--- config.mk ---
export PLATFORM = sky130hd
export DESIGN_NAME = byte_stuffing_frame_codec
export DESIGN_NICKNAME = d
export VERILOG_FILES = /design/src/hw/rtl/bsfc_pkg.sv /design/src/hw/rtl/bsfc_front.sv /design/src/hw/rtl/bsfc_queue.sv /design/src/hw/rtl/bsfc_back.sv /design/src/hw/rtl/byte_stuffing_frame_codec.sv
export SDC_FILE = /design/constraint.sdc
export NUM_CORES = 1
export LEC_CHECK = 0
export BUFFER_PORTS_ARGS = -buffer_cell sky130_fd_sc_hd__buf_4
export CELL_PAD_IN_SITES_DETAIL_PLACEMENT = 0
export CELL_PAD_IN_SITES_GLOBAL_PLACEMENT = 2
export CORE_ASPECT_RATIO = 1.4
export CORE_MARGIN = 2
export CORE_UTILIZATION = 48
export CTS_CLUSTER_SIZE = 28
export DETAILED_ROUTE_END_ITERATION = 12
export GPL_ROUTABILITY_DRIVEN = 0
export PLACE_DENSITY = 0.91
export SLEW_MARGIN = 25
export SYNTH_ARGS = -nofsm -noshare
export SYNTH_HDL_FRONTEND = slang
export SYNTH_SLANG_ARGS = --single-unit
--- constraint.sdc ---
create_clock -name i_clk -period 8.83 [get_ports i_clk]
set_input_delay 1.3245 -clock i_clk [delete_from_list [all_inputs] [get_ports i_clk]]
set_output_delay 1.3245 -clock i_clk [all_outputs]
set_load 0.01 [all_outputs]
--- src/hw/rtl/bsfc_pkg.sv ---
`default_nettype none

package bsfc_pkg;

    localparam logic [7:0] OPEN_BYTE = 8'd0;
    localparam logic [7:0] END_BYTE  = 8'd192;
    localparam logic [7:0] ESC_BYTE  = 8'd219;
    localparam logic [7:0] ESC_ZERO  = 8'd1;
    localparam logic [7:0] ESC_END   = 8'd193;
    localparam logic [7:0] ESC_ESC   = 8'd220;

    localparam logic MODE_ENCODE = 1'b0;
    localparam logic MODE_DECODE = 1'b1;

    // Most results one input item can cause: opening, two escape bytes, closing.
    localparam int MAX_RES = 4;
    localparam int RES_IDX_W = $clog2(MAX_RES);
    localparam int RES_CNT_W = $clog2(MAX_RES + 1);

    localparam int QUEUE_DEPTH = 4;

    typedef enum logic [1:0] {
        KIND_DATA = 2'd0,
        KIND_END  = 2'd1,
        KIND_ERR  = 2'd2
    } t_kind;

    typedef struct packed {
        logic [7:0] data;
        t_kind      kind;
    } t_res;

    // One classified item: its results in order, and how many are used.
    typedef struct packed {
        t_res [MAX_RES-1:0]   res;
        logic [RES_CNT_W-1:0] count;
    } t_cmd;

    // Status of the command queue as seen by its neighbors.
    typedef struct packed {
        logic full;
        logic empty;
    } t_q_status;

endpackage

`default_nettype wire

--- src/hw/rtl/bsfc_front.sv ---
`default_nettype none

module bsfc_front (
    input  wire logic              i_clk,
    input  wire logic              i_rst_n,
    input  wire logic              i_cfg_wr_en,
    input  wire logic              i_cfg_wr_data,
    input  wire logic              i_accept,
    input  wire logic [7:0]        i_data_byte,
    input  wire logic              i_last_of_packet,
    output      logic              o_cmd_push,
    output      bsfc_pkg::t_cmd    o_cmd
);

    logic r_mode;
    logic r_in_frame;
    logic r_esc_pending;
    logic n_in_frame;
    logic n_esc_pending;

    always_comb begin
        logic [bsfc_pkg::RES_CNT_W-1:0] cnt;
        bsfc_pkg::t_cmd                 cmd;
        cnt           = '0;
        cmd           = '0;
        n_in_frame    = r_in_frame;
        n_esc_pending = r_esc_pending;

        if (r_mode == bsfc_pkg::MODE_ENCODE) begin
            if (!r_in_frame) begin
                cmd.res[cnt[bsfc_pkg::RES_IDX_W-1:0]] = '{bsfc_pkg::OPEN_BYTE, bsfc_pkg::KIND_DATA};
                cnt        = cnt + 1'b1;
                n_in_frame = 1'b1;
            end
            if (i_data_byte == bsfc_pkg::OPEN_BYTE || i_data_byte == bsfc_pkg::END_BYTE ||
                i_data_byte == bsfc_pkg::ESC_BYTE) begin
                cmd.res[cnt[bsfc_pkg::RES_IDX_W-1:0]] = '{bsfc_pkg::ESC_BYTE, bsfc_pkg::KIND_DATA};
                cnt = cnt + 1'b1;
                if (i_data_byte == bsfc_pkg::OPEN_BYTE) begin
                    cmd.res[cnt[bsfc_pkg::RES_IDX_W-1:0]] =
                        '{bsfc_pkg::ESC_ZERO, bsfc_pkg::KIND_DATA};
                end else if (i_data_byte == bsfc_pkg::END_BYTE) begin
                    cmd.res[cnt[bsfc_pkg::RES_IDX_W-1:0]] =
                        '{bsfc_pkg::ESC_END, bsfc_pkg::KIND_DATA};
                end else begin
                    cmd.res[cnt[bsfc_pkg::RES_IDX_W-1:0]] =
                        '{bsfc_pkg::ESC_ESC, bsfc_pkg::KIND_DATA};
                end
                cnt = cnt + 1'b1;
            end else begin
                cmd.res[cnt[bsfc_pkg::RES_IDX_W-1:0]] = '{i_data_byte, bsfc_pkg::KIND_DATA};
                cnt = cnt + 1'b1;
            end
            if (i_last_of_packet) begin
                cmd.res[cnt[bsfc_pkg::RES_IDX_W-1:0]] = '{bsfc_pkg::END_BYTE, bsfc_pkg::KIND_DATA};
                cnt        = cnt + 1'b1;
                n_in_frame = 1'b0;
            end
        end else begin
            if (!r_in_frame) begin
                if (i_data_byte == bsfc_pkg::OPEN_BYTE) begin
                    n_in_frame    = 1'b1;
                    n_esc_pending = 1'b0;
                end else begin
                    cmd.res[0] = '{8'd0, bsfc_pkg::KIND_ERR};
                    cnt        = cnt + 1'b1;
                end
            end else if (r_esc_pending) begin
                cmd.res[0]    = '{i_data_byte - 8'd1, bsfc_pkg::KIND_DATA};
                cnt           = cnt + 1'b1;
                n_esc_pending = 1'b0;
            end else if (i_data_byte == bsfc_pkg::ESC_BYTE) begin
                n_esc_pending = 1'b1;
            end else if (i_data_byte == bsfc_pkg::END_BYTE) begin
                cmd.res[0] = '{8'd0, bsfc_pkg::KIND_END};
                cnt        = cnt + 1'b1;
                n_in_frame = 1'b0;
            end else if (i_data_byte == bsfc_pkg::OPEN_BYTE) begin
                // stray zero: report it and take it as a fresh opening
                cmd.res[0] = '{8'd0, bsfc_pkg::KIND_ERR};
                cnt        = cnt + 1'b1;
            end else begin
                cmd.res[0] = '{i_data_byte, bsfc_pkg::KIND_DATA};
                cnt        = cnt + 1'b1;
            end
        end

        cmd.count  = cnt;
        o_cmd      = cmd;
        o_cmd_push = i_accept && (cnt != '0);
    end

    always_ff @(posedge i_clk) begin
        if (!i_rst_n) begin
            r_mode        <= bsfc_pkg::MODE_ENCODE;
            r_in_frame    <= 1'b0;
            r_esc_pending <= 1'b0;
        end else if (i_cfg_wr_en) begin
            // drop any partial frame
            r_mode        <= i_cfg_wr_data;
            r_in_frame    <= 1'b0;
            r_esc_pending <= 1'b0;
        end else if (i_accept) begin
            r_in_frame    <= n_in_frame;
            r_esc_pending <= n_esc_pending;
        end
    end

endmodule

`default_nettype wire

--- src/hw/rtl/bsfc_queue.sv ---
`default_nettype none

module bsfc_queue #(
    parameter int DEPTH = bsfc_pkg::QUEUE_DEPTH
) (
    input  wire logic              i_clk,
    input  wire logic              i_rst_n,
    input  wire logic              i_push,
    input  wire bsfc_pkg::t_cmd    i_cmd,
    input  wire logic              i_pop,
    output      bsfc_pkg::t_cmd    o_cmd,
    output      bsfc_pkg::t_q_status o_status
);

    localparam int PtrW = (DEPTH > 1) ? $clog2(DEPTH) : 1;
    localparam int CntW = $clog2(DEPTH + 1);
    localparam logic [PtrW-1:0] LastPtr = PtrW'(DEPTH - 1);
    localparam logic [CntW-1:0] FullCnt = CntW'(DEPTH);

    bsfc_pkg::t_cmd r_mem [DEPTH];
    logic [PtrW-1:0] r_wr_ptr;
    logic [PtrW-1:0] r_rd_ptr;
    logic [CntW-1:0] r_count;

    assign o_cmd          = r_mem[r_rd_ptr];
    assign o_status.full  = (r_count == FullCnt);
    assign o_status.empty = (r_count == '0);

    always_ff @(posedge i_clk) begin
        if (i_push) begin
            r_mem[r_wr_ptr] <= i_cmd;
        end
    end

    always_ff @(posedge i_clk) begin
        if (!i_rst_n) begin
            r_wr_ptr <= '0;
            r_rd_ptr <= '0;
            r_count  <= '0;
        end else begin
            if (i_push) begin
                r_wr_ptr <= (r_wr_ptr == LastPtr) ? '0 : r_wr_ptr + 1'b1;
            end
            if (i_pop) begin
                r_rd_ptr <= (r_rd_ptr == LastPtr) ? '0 : r_rd_ptr + 1'b1;
            end
            if (i_push && !i_pop) begin
                r_count <= r_count + 1'b1;
            end else if (i_pop && !i_push) begin
                r_count <= r_count - 1'b1;
            end
        end
    end

endmodule

`default_nettype wire

--- src/hw/rtl/bsfc_back.sv ---
`default_nettype none

module bsfc_back (
    input  wire logic              i_clk,
    input  wire logic              i_rst_n,
    input  wire bsfc_pkg::t_cmd    i_cmd,
    input  wire bsfc_pkg::t_q_status i_q_status,
    output      logic              o_cmd_pop,
    input  wire logic              i_out_pop,
    output      logic              o_out_valid,
    output      logic [7:0]        o_out_byte,
    output      bsfc_pkg::t_kind   o_out_kind,
    output      logic              o_out_last
);

    bsfc_pkg::t_cmd                 r_cmd;
    logic [bsfc_pkg::RES_IDX_W-1:0] r_idx;
    logic                           r_busy;
    logic                           r_out_valid;
    logic [7:0]                     r_out_byte;
    bsfc_pkg::t_kind                r_out_kind;
    logic                           r_out_last;

    bsfc_pkg::t_cmd                 src;
    logic [bsfc_pkg::RES_IDX_W-1:0] idx;
    logic [bsfc_pkg::RES_CNT_W-1:0] n_pos;
    logic                           emit;
    logic                           done;

    // work from the held command, or straight from the queue head
    assign src       = r_busy ? r_cmd : i_cmd;
    assign idx       = r_busy ? r_idx : '0;
    assign emit      = (!r_out_valid || i_out_pop) && (r_busy || !i_q_status.empty);
    assign o_cmd_pop = emit && !r_busy;
    assign n_pos     = bsfc_pkg::RES_CNT_W'(idx) + 1'b1;
    assign done      = (n_pos == src.count);

    always_ff @(posedge i_clk) begin
        if (emit) begin
            r_out_byte <= src.res[idx].data;
            r_out_kind <= src.res[idx].kind;
            r_out_last <= done;
            r_cmd      <= src;
            r_idx      <= n_pos[bsfc_pkg::RES_IDX_W-1:0];
        end
    end

    always_ff @(posedge i_clk) begin
        if (!i_rst_n) begin
            r_busy      <= 1'b0;
            r_out_valid <= 1'b0;
        end else begin
            if (emit) begin
                r_busy      <= !done;
                r_out_valid <= 1'b1;
            end else if (i_out_pop) begin
                r_out_valid <= 1'b0;
            end
        end
    end

    assign o_out_valid = r_out_valid;
    assign o_out_byte  = r_out_byte;
    assign o_out_kind  = r_out_kind;
    assign o_out_last  = r_out_last;

endmodule

`default_nettype wire

--- src/hw/rtl/byte_stuffing_frame_codec.sv ---
// Byte-stuffing frame codec with a one-bit mode register.
// Input side is a queue: offer a byte on i_data_byte/i_last_of_packet with push;
// it is taken on a clock edge where push is high and full is low.
// Result side is a queue: while empty is low, o_out_byte/o_kind/o_last show the
// oldest result; pop on a clock edge where empty is low takes it.
// Mode 0 encodes packets into frames (up to four results per byte), mode 1
// decodes frames (zero or one result per byte). Writing the mode abandons any
// partial frame; write only while the block is idle.
// The front classifies a byte in the cycle it is taken and queues its results
// in a command queue of QUEUE_DEPTH entries; the back sends one result per
// cycle through an output register while the receiver pops. The first result
// of a byte passes through the command queue and then the output register.
// Sustained input rate is one byte per cycle while each byte yields at most
// one result and results are popped; a byte with more holds the back until all
// are sent, so the result port, one beat per cycle, sets throughput.
// When the receiver stalls, the output register holds, the queue fills and
// full rises; no result is lost. Reset clears the mode to encode, leaves the
// codec outside a frame and empties the queue.
`default_nettype none

module byte_stuffing_frame_codec #(
    parameter int QUEUE_DEPTH = bsfc_pkg::QUEUE_DEPTH
) (
    input  wire logic       i_clk,
    input  wire logic       i_rst_n,
    input  wire logic       i_cfg_wr_en,
    input  wire logic       i_cfg_wr_data,
    input  wire logic       push,
    output      logic       full,
    input  wire logic [7:0] i_data_byte,
    input  wire logic       i_last_of_packet,
    output      logic       empty,
    input  wire logic       pop,
    output      logic [7:0] o_out_byte,
    output      logic [1:0] o_kind,
    output      logic       o_last
);

    bsfc_pkg::t_cmd      front_cmd;
    bsfc_pkg::t_cmd      head_cmd;
    bsfc_pkg::t_q_status q_status;
    bsfc_pkg::t_kind     out_kind;
    logic                cmd_push;
    logic                cmd_pop;
    logic                accept;
    logic                out_valid;

    assign full   = q_status.full;
    assign accept = push && !q_status.full;
    assign empty  = !out_valid;
    assign o_kind = out_kind;

    bsfc_front u_front (
        .i_clk            (i_clk),
        .i_rst_n          (i_rst_n),
        .i_cfg_wr_en      (i_cfg_wr_en),
        .i_cfg_wr_data    (i_cfg_wr_data),
        .i_accept         (accept),
        .i_data_byte      (i_data_byte),
        .i_last_of_packet (i_last_of_packet),
        .o_cmd_push       (cmd_push),
        .o_cmd            (front_cmd)
    );

    bsfc_queue #(
        .DEPTH (QUEUE_DEPTH)
    ) u_queue (
        .i_clk    (i_clk),
        .i_rst_n  (i_rst_n),
        .i_push   (cmd_push),
        .i_cmd    (front_cmd),
        .i_pop    (cmd_pop),
        .o_cmd    (head_cmd),
        .o_status (q_status)
    );

    bsfc_back u_back (
        .i_clk       (i_clk),
        .i_rst_n     (i_rst_n),
        .i_cmd       (head_cmd),
        .i_q_status  (q_status),
        .o_cmd_pop   (cmd_pop),
        .i_out_pop   (pop),
        .o_out_valid (out_valid),
        .o_out_byte  (o_out_byte),
        .o_out_kind  (out_kind),
        .o_out_last  (o_last)
    );

`ifndef ASSERT_OFF
    a_marker_result_shape: assert property (@(posedge i_clk) disable iff (!i_rst_n)
        (!empty && out_kind != bsfc_pkg::KIND_DATA) |-> (o_out_byte == 8'd0 && o_last))
        else $error("end or error result without zero byte or last flag");

    a_no_push_when_full: assert property (@(posedge i_clk) disable iff (!i_rst_n)
        cmd_push |-> !q_status.full)
        else $error("command queue written while full");

    a_no_pop_when_empty: assert property (@(posedge i_clk) disable iff (!i_rst_n)
        cmd_pop |-> !q_status.empty)
        else $error("command queue read while empty");

    a_queued_cmd_nonempty: assert property (@(posedge i_clk) disable iff (!i_rst_n)
        cmd_push |-> (front_cmd.count != '0))
        else $error("command without results queued");
`endif

endmodule

`default_nettype wire
==> key figures <==
Power and ir drop
  – Peak VDD IR: 0.0001638 V
  – Leakage power: 0.002986 uW
  – Power per Cell Area: 334.3 nW/um^2

CTS
  – Root Buffer Master: clkbuf_16
  – Total number of H-tree levels: 4
  – # hold bufs at CTS: 0
  – Clock slew at reported path FFs: 0.07 ns
  – Postcts setup bufs: 0
  – Post_cts resized: 0
  – Total CTS buffers: 17
  – Worst-Skew Late Latency: 0.42 ns
  – CTS sink count: 166
  – CTS tree: yes
  – Clock buffer depth: 2

STA
  – Highest Clock Rate: 205.7 MHz
  – Setup violators final: 0
  – Final WS setup: 3.970 ns
  – Max Transition Viols Final: 0
  – Setup_tns: 0 ns
  – Least-Margin Pin Slew: roughly 0.74 ns
  – Crit path time final: 4.860 ns
  – RSZ-0062 raised after global routing: no
  – Tcrit/Tclk final: 55.04%
  – Hold Vio Cnt, Final: 0
  – Rel. slew slack: around half
  – Skew final: roughly 0.0080 ns

Yosys
  – Post-synth cell types: 52
  – Area contributors post-synth: edfxtp_1 (62%), mux4_2 (7.0%), dfxtp_1 (3.8%), mux2_2 (3.1%), mux2i_1 (2.3%)
  – Main flop type after synthesis: edfxtp_1
  – Asr flop ratio synth: 0%
  – #FFs+latches synth: 166
  – Top post-synthesis cells by count: edfxtp_1 (152), nand2_1 (41), nor2_1 (33)
  – Syn nets: 533
  – Post-synthesis cell count: 506
  – Mapped Area: 7375 um^2
  – Mapped Avg Cell Area: 14.57 um^2
  – Top-count cell post-synth: edfxtp_1
  – Part of the Yosys area used for sequential elements: 65.69%
  – Post-synth EDFFs: 152
  – Share of the synthesized area in the top cell type: 61.89%
  – Synthesis Warnings: 0
  – Yosys top cell by area: edfxtp_1

Hold path
  – Hold crit path type: reg -> reg
  – Hold Crit Start: u_back.o_out_valid
  – WHS Endpoint: u_back.o_out_valid
  – Hold depth: 2

Cells and area
  – Area of the multi-input gates: roughly 2400 um^2
  – Layout cells sized above 1: 22.57%
  – N_diodes: 0
  – Post-layout util: 55.70%
  – Synthesis-to-finish area growth: 13.69%
  – FF+latch area: 4847 um^2
  – Filler Cell Count: 1,188
  – Nets: 559

Setup path
  – Critical path required time: 9.18 ns
  – FF-to-FF path depth: 15
  – FF-to-FF End: u_queue.r_count[2]
  – Crit path capture type: flip-flop
  – Crit path DAT: ~5.2 ns
  – Worst-path fanout max: 8
  – Worst R2R Start: u_front.r_in_frame
  – Reg2reg setup slack: 5.46 ns
  – Setup crit start kind: input pin
  – Critical path class: in -> reg

Global routing
  – Grt total ovfl: 0
  – Initial antenna violation count: 0
  – GR Util All Layers: 17.10%
  – First-pass GRT wire length: 21,050 um
  – Largest net degree at the start of global routing: 60
  – Vias in the first global route: 4,079

Drt
  – WL per Instance: 17.46 um
  – Routed WL: approximately 13,000 um
  – Vias/cell: around 5.5
  – Detail Route Antenna Nets: 0
  – Initial DRT Pass Iterations: 4
  – Vias: between 4,000 and 5,000
  – Remaining DRCs: 0
  – DR iter-0 viols: 273

Placed design
  – Detailed Place HPWL: roughly 8300 um
  – # port buffers: 27
  – Pre-CTS setup slack: 3.557 ns

Floorplanning
  – Std-Cell Rows: 53
  – Die area: approximately 16,000 um^2
  – Initial Util: approximately half
  – Core area: between 15,000 and 20,000 um^2
  – Chip Width: 108.8 um
  – Ports: 28
  – Die height: ~150 um

Outcome
  – Outcome: finished, final reports clean

Flow run
  – Max_cap viols: 0
[registers in the layout, summed over array words and instances, names as in the netlist, 2 cells and up, named ones only]
name               cells
u_queue.r_count        3
u_back.r_idx           2
u_back.o_out_byte      8
u_queue.r_rd_ptr       2
u_back.r_cmd          43
u_queue.r_mem         96
u_queue.r_wr_ptr       2
u_back.o_out_kind      2
[how the worst max path moves through the flow]
stage | to | cells after the start | start
global placement | u_queue.r_count[2] | 18 | i_data_byte[0]
global route | u_queue.r_count[2] | 19 | i_data_byte[0]
CTS | u_queue.r_count[2] | 18 | i_data_byte[0]
finish | u_queue.r_count[2] | 18 | i_data_byte[0]
floorplan | u_queue.r_count[2] | 10 | pop
detailed placement | u_queue.r_count[2] | 18 | i_data_byte[0]
[stage by stage]
step                power, uW  hold WS (ns)  cells  instance area [um^2]
finish                   2803        0.5067    737                  8384
floorplan                1866        0.4709    506                  7375
global route             2961        0.5331    737                  8384
CTS                      2837        0.5119    737                  8384
detailed placement       2090        0.4993    705                  7785
global placement         2058        0.4863    705                  7784
[cell usage in the layout (no fill, tap or decap), types with 3 or more instances in the layout]
| cell type | instances |
|---|---|
| mux2_2 | 20 |
| and2_1 | 16 |
| nor2b_1 | 8 |
| nor2b_2 | 3 |
| nor2_1 | 32 |
| nand2b_1 | 8 |
| inv_6 | 5 |
| o22a_1 | 3 |
| nand2_1 | 41 |
| edfxtp_1 | 152 |
| nor3_1 | 8 |
| mux2i_1 | 17 |
| xor2_1 | 6 |
| inv_1 | 13 |
| a21oi_1 | 16 |
| o22ai_1 | 9 |
| inv_8 | 6 |
| mux4_2 | 23 |
| clkbuf_16 | 17 |
| o21a_1 | 5 |
| dfxtp_1 | 12 |
| and3_1 | 4 |
| a21boi_0 | 4 |
| xnor2_1 | 5 |
| o21ai_0 | 20 |
| ha_1 | 11 |
| buf_4 | 36 |
| nand3_1 | 5 |
[cell type report]
cell class                      count  share of cell area [%]
Sequential cell                   166                   57.81
Inverter                           14                  0.6268
Clock inverter                     15                   2.074
Clock buffer                       17                   5.074
Multi-Input combinational cell    297                   28.32
Timing Repair Buffer               36                   3.223
Tap cell                          192                   2.865
[where the power goes]
group | total [uW] | switching (uW) | leakage (uW) | internal, uW
combinational | 774 | 420 | 0.00112 | 354
sequential | 1290 | 104 | 0.00157 | 1190
clock | 738 | 331 | 0.000294 | 407
total | 2800 | 855 | 0.00299 | 1950
[cells by family (layout without fill, tap and decap cells)]
| group | after synthesis | after routing | share of synthesized area (%) |
|---|---|---|---|
| AOI/OAI and AO/OA | 73 | 73 | 6.481 |
| xor gates and xnor gates | 11 | 11 | 1.306 |
| adders and majority gates | 12 | 12 | 2.138 |
| buffers and inverters | 43 | 82 | 2.341 |
| DFF | 166 | 166 | 65.69 |
| muxes | 60 | 60 | 12.39 |
| and+or+nand+nor | 141 | 141 | 9.654 |
[critical path, stage by stage]
cell and delay [ns]:
buf_4 0.12, ha_1 0.15, nand4_1 0.11, nor3_1 0.53
o21ai_1 0.29, nand2_1 0.33, ha_1 0.35, a21oi_1 0.16
o2bb2ai_1 0.08, a311oi_1 0.28, a21oi_2 0.16, inv_1 0.09
ha_1 0.19, inv_1 0.07, fa_1 0.37, xor2_1 0.16
or3_1 0.30, a21boi_0 0.15
[metal layers]
metal	up-vias	global-route usage, %	routed length [um]
met5	-	0	0
met4	0	6.218	152
met3	9	4.329	436
met2	82	27.59	6423
met1	2019	22.46	5854
li1	1961	-	-
No activity file was read; power rests on OpenSTA's default activity.
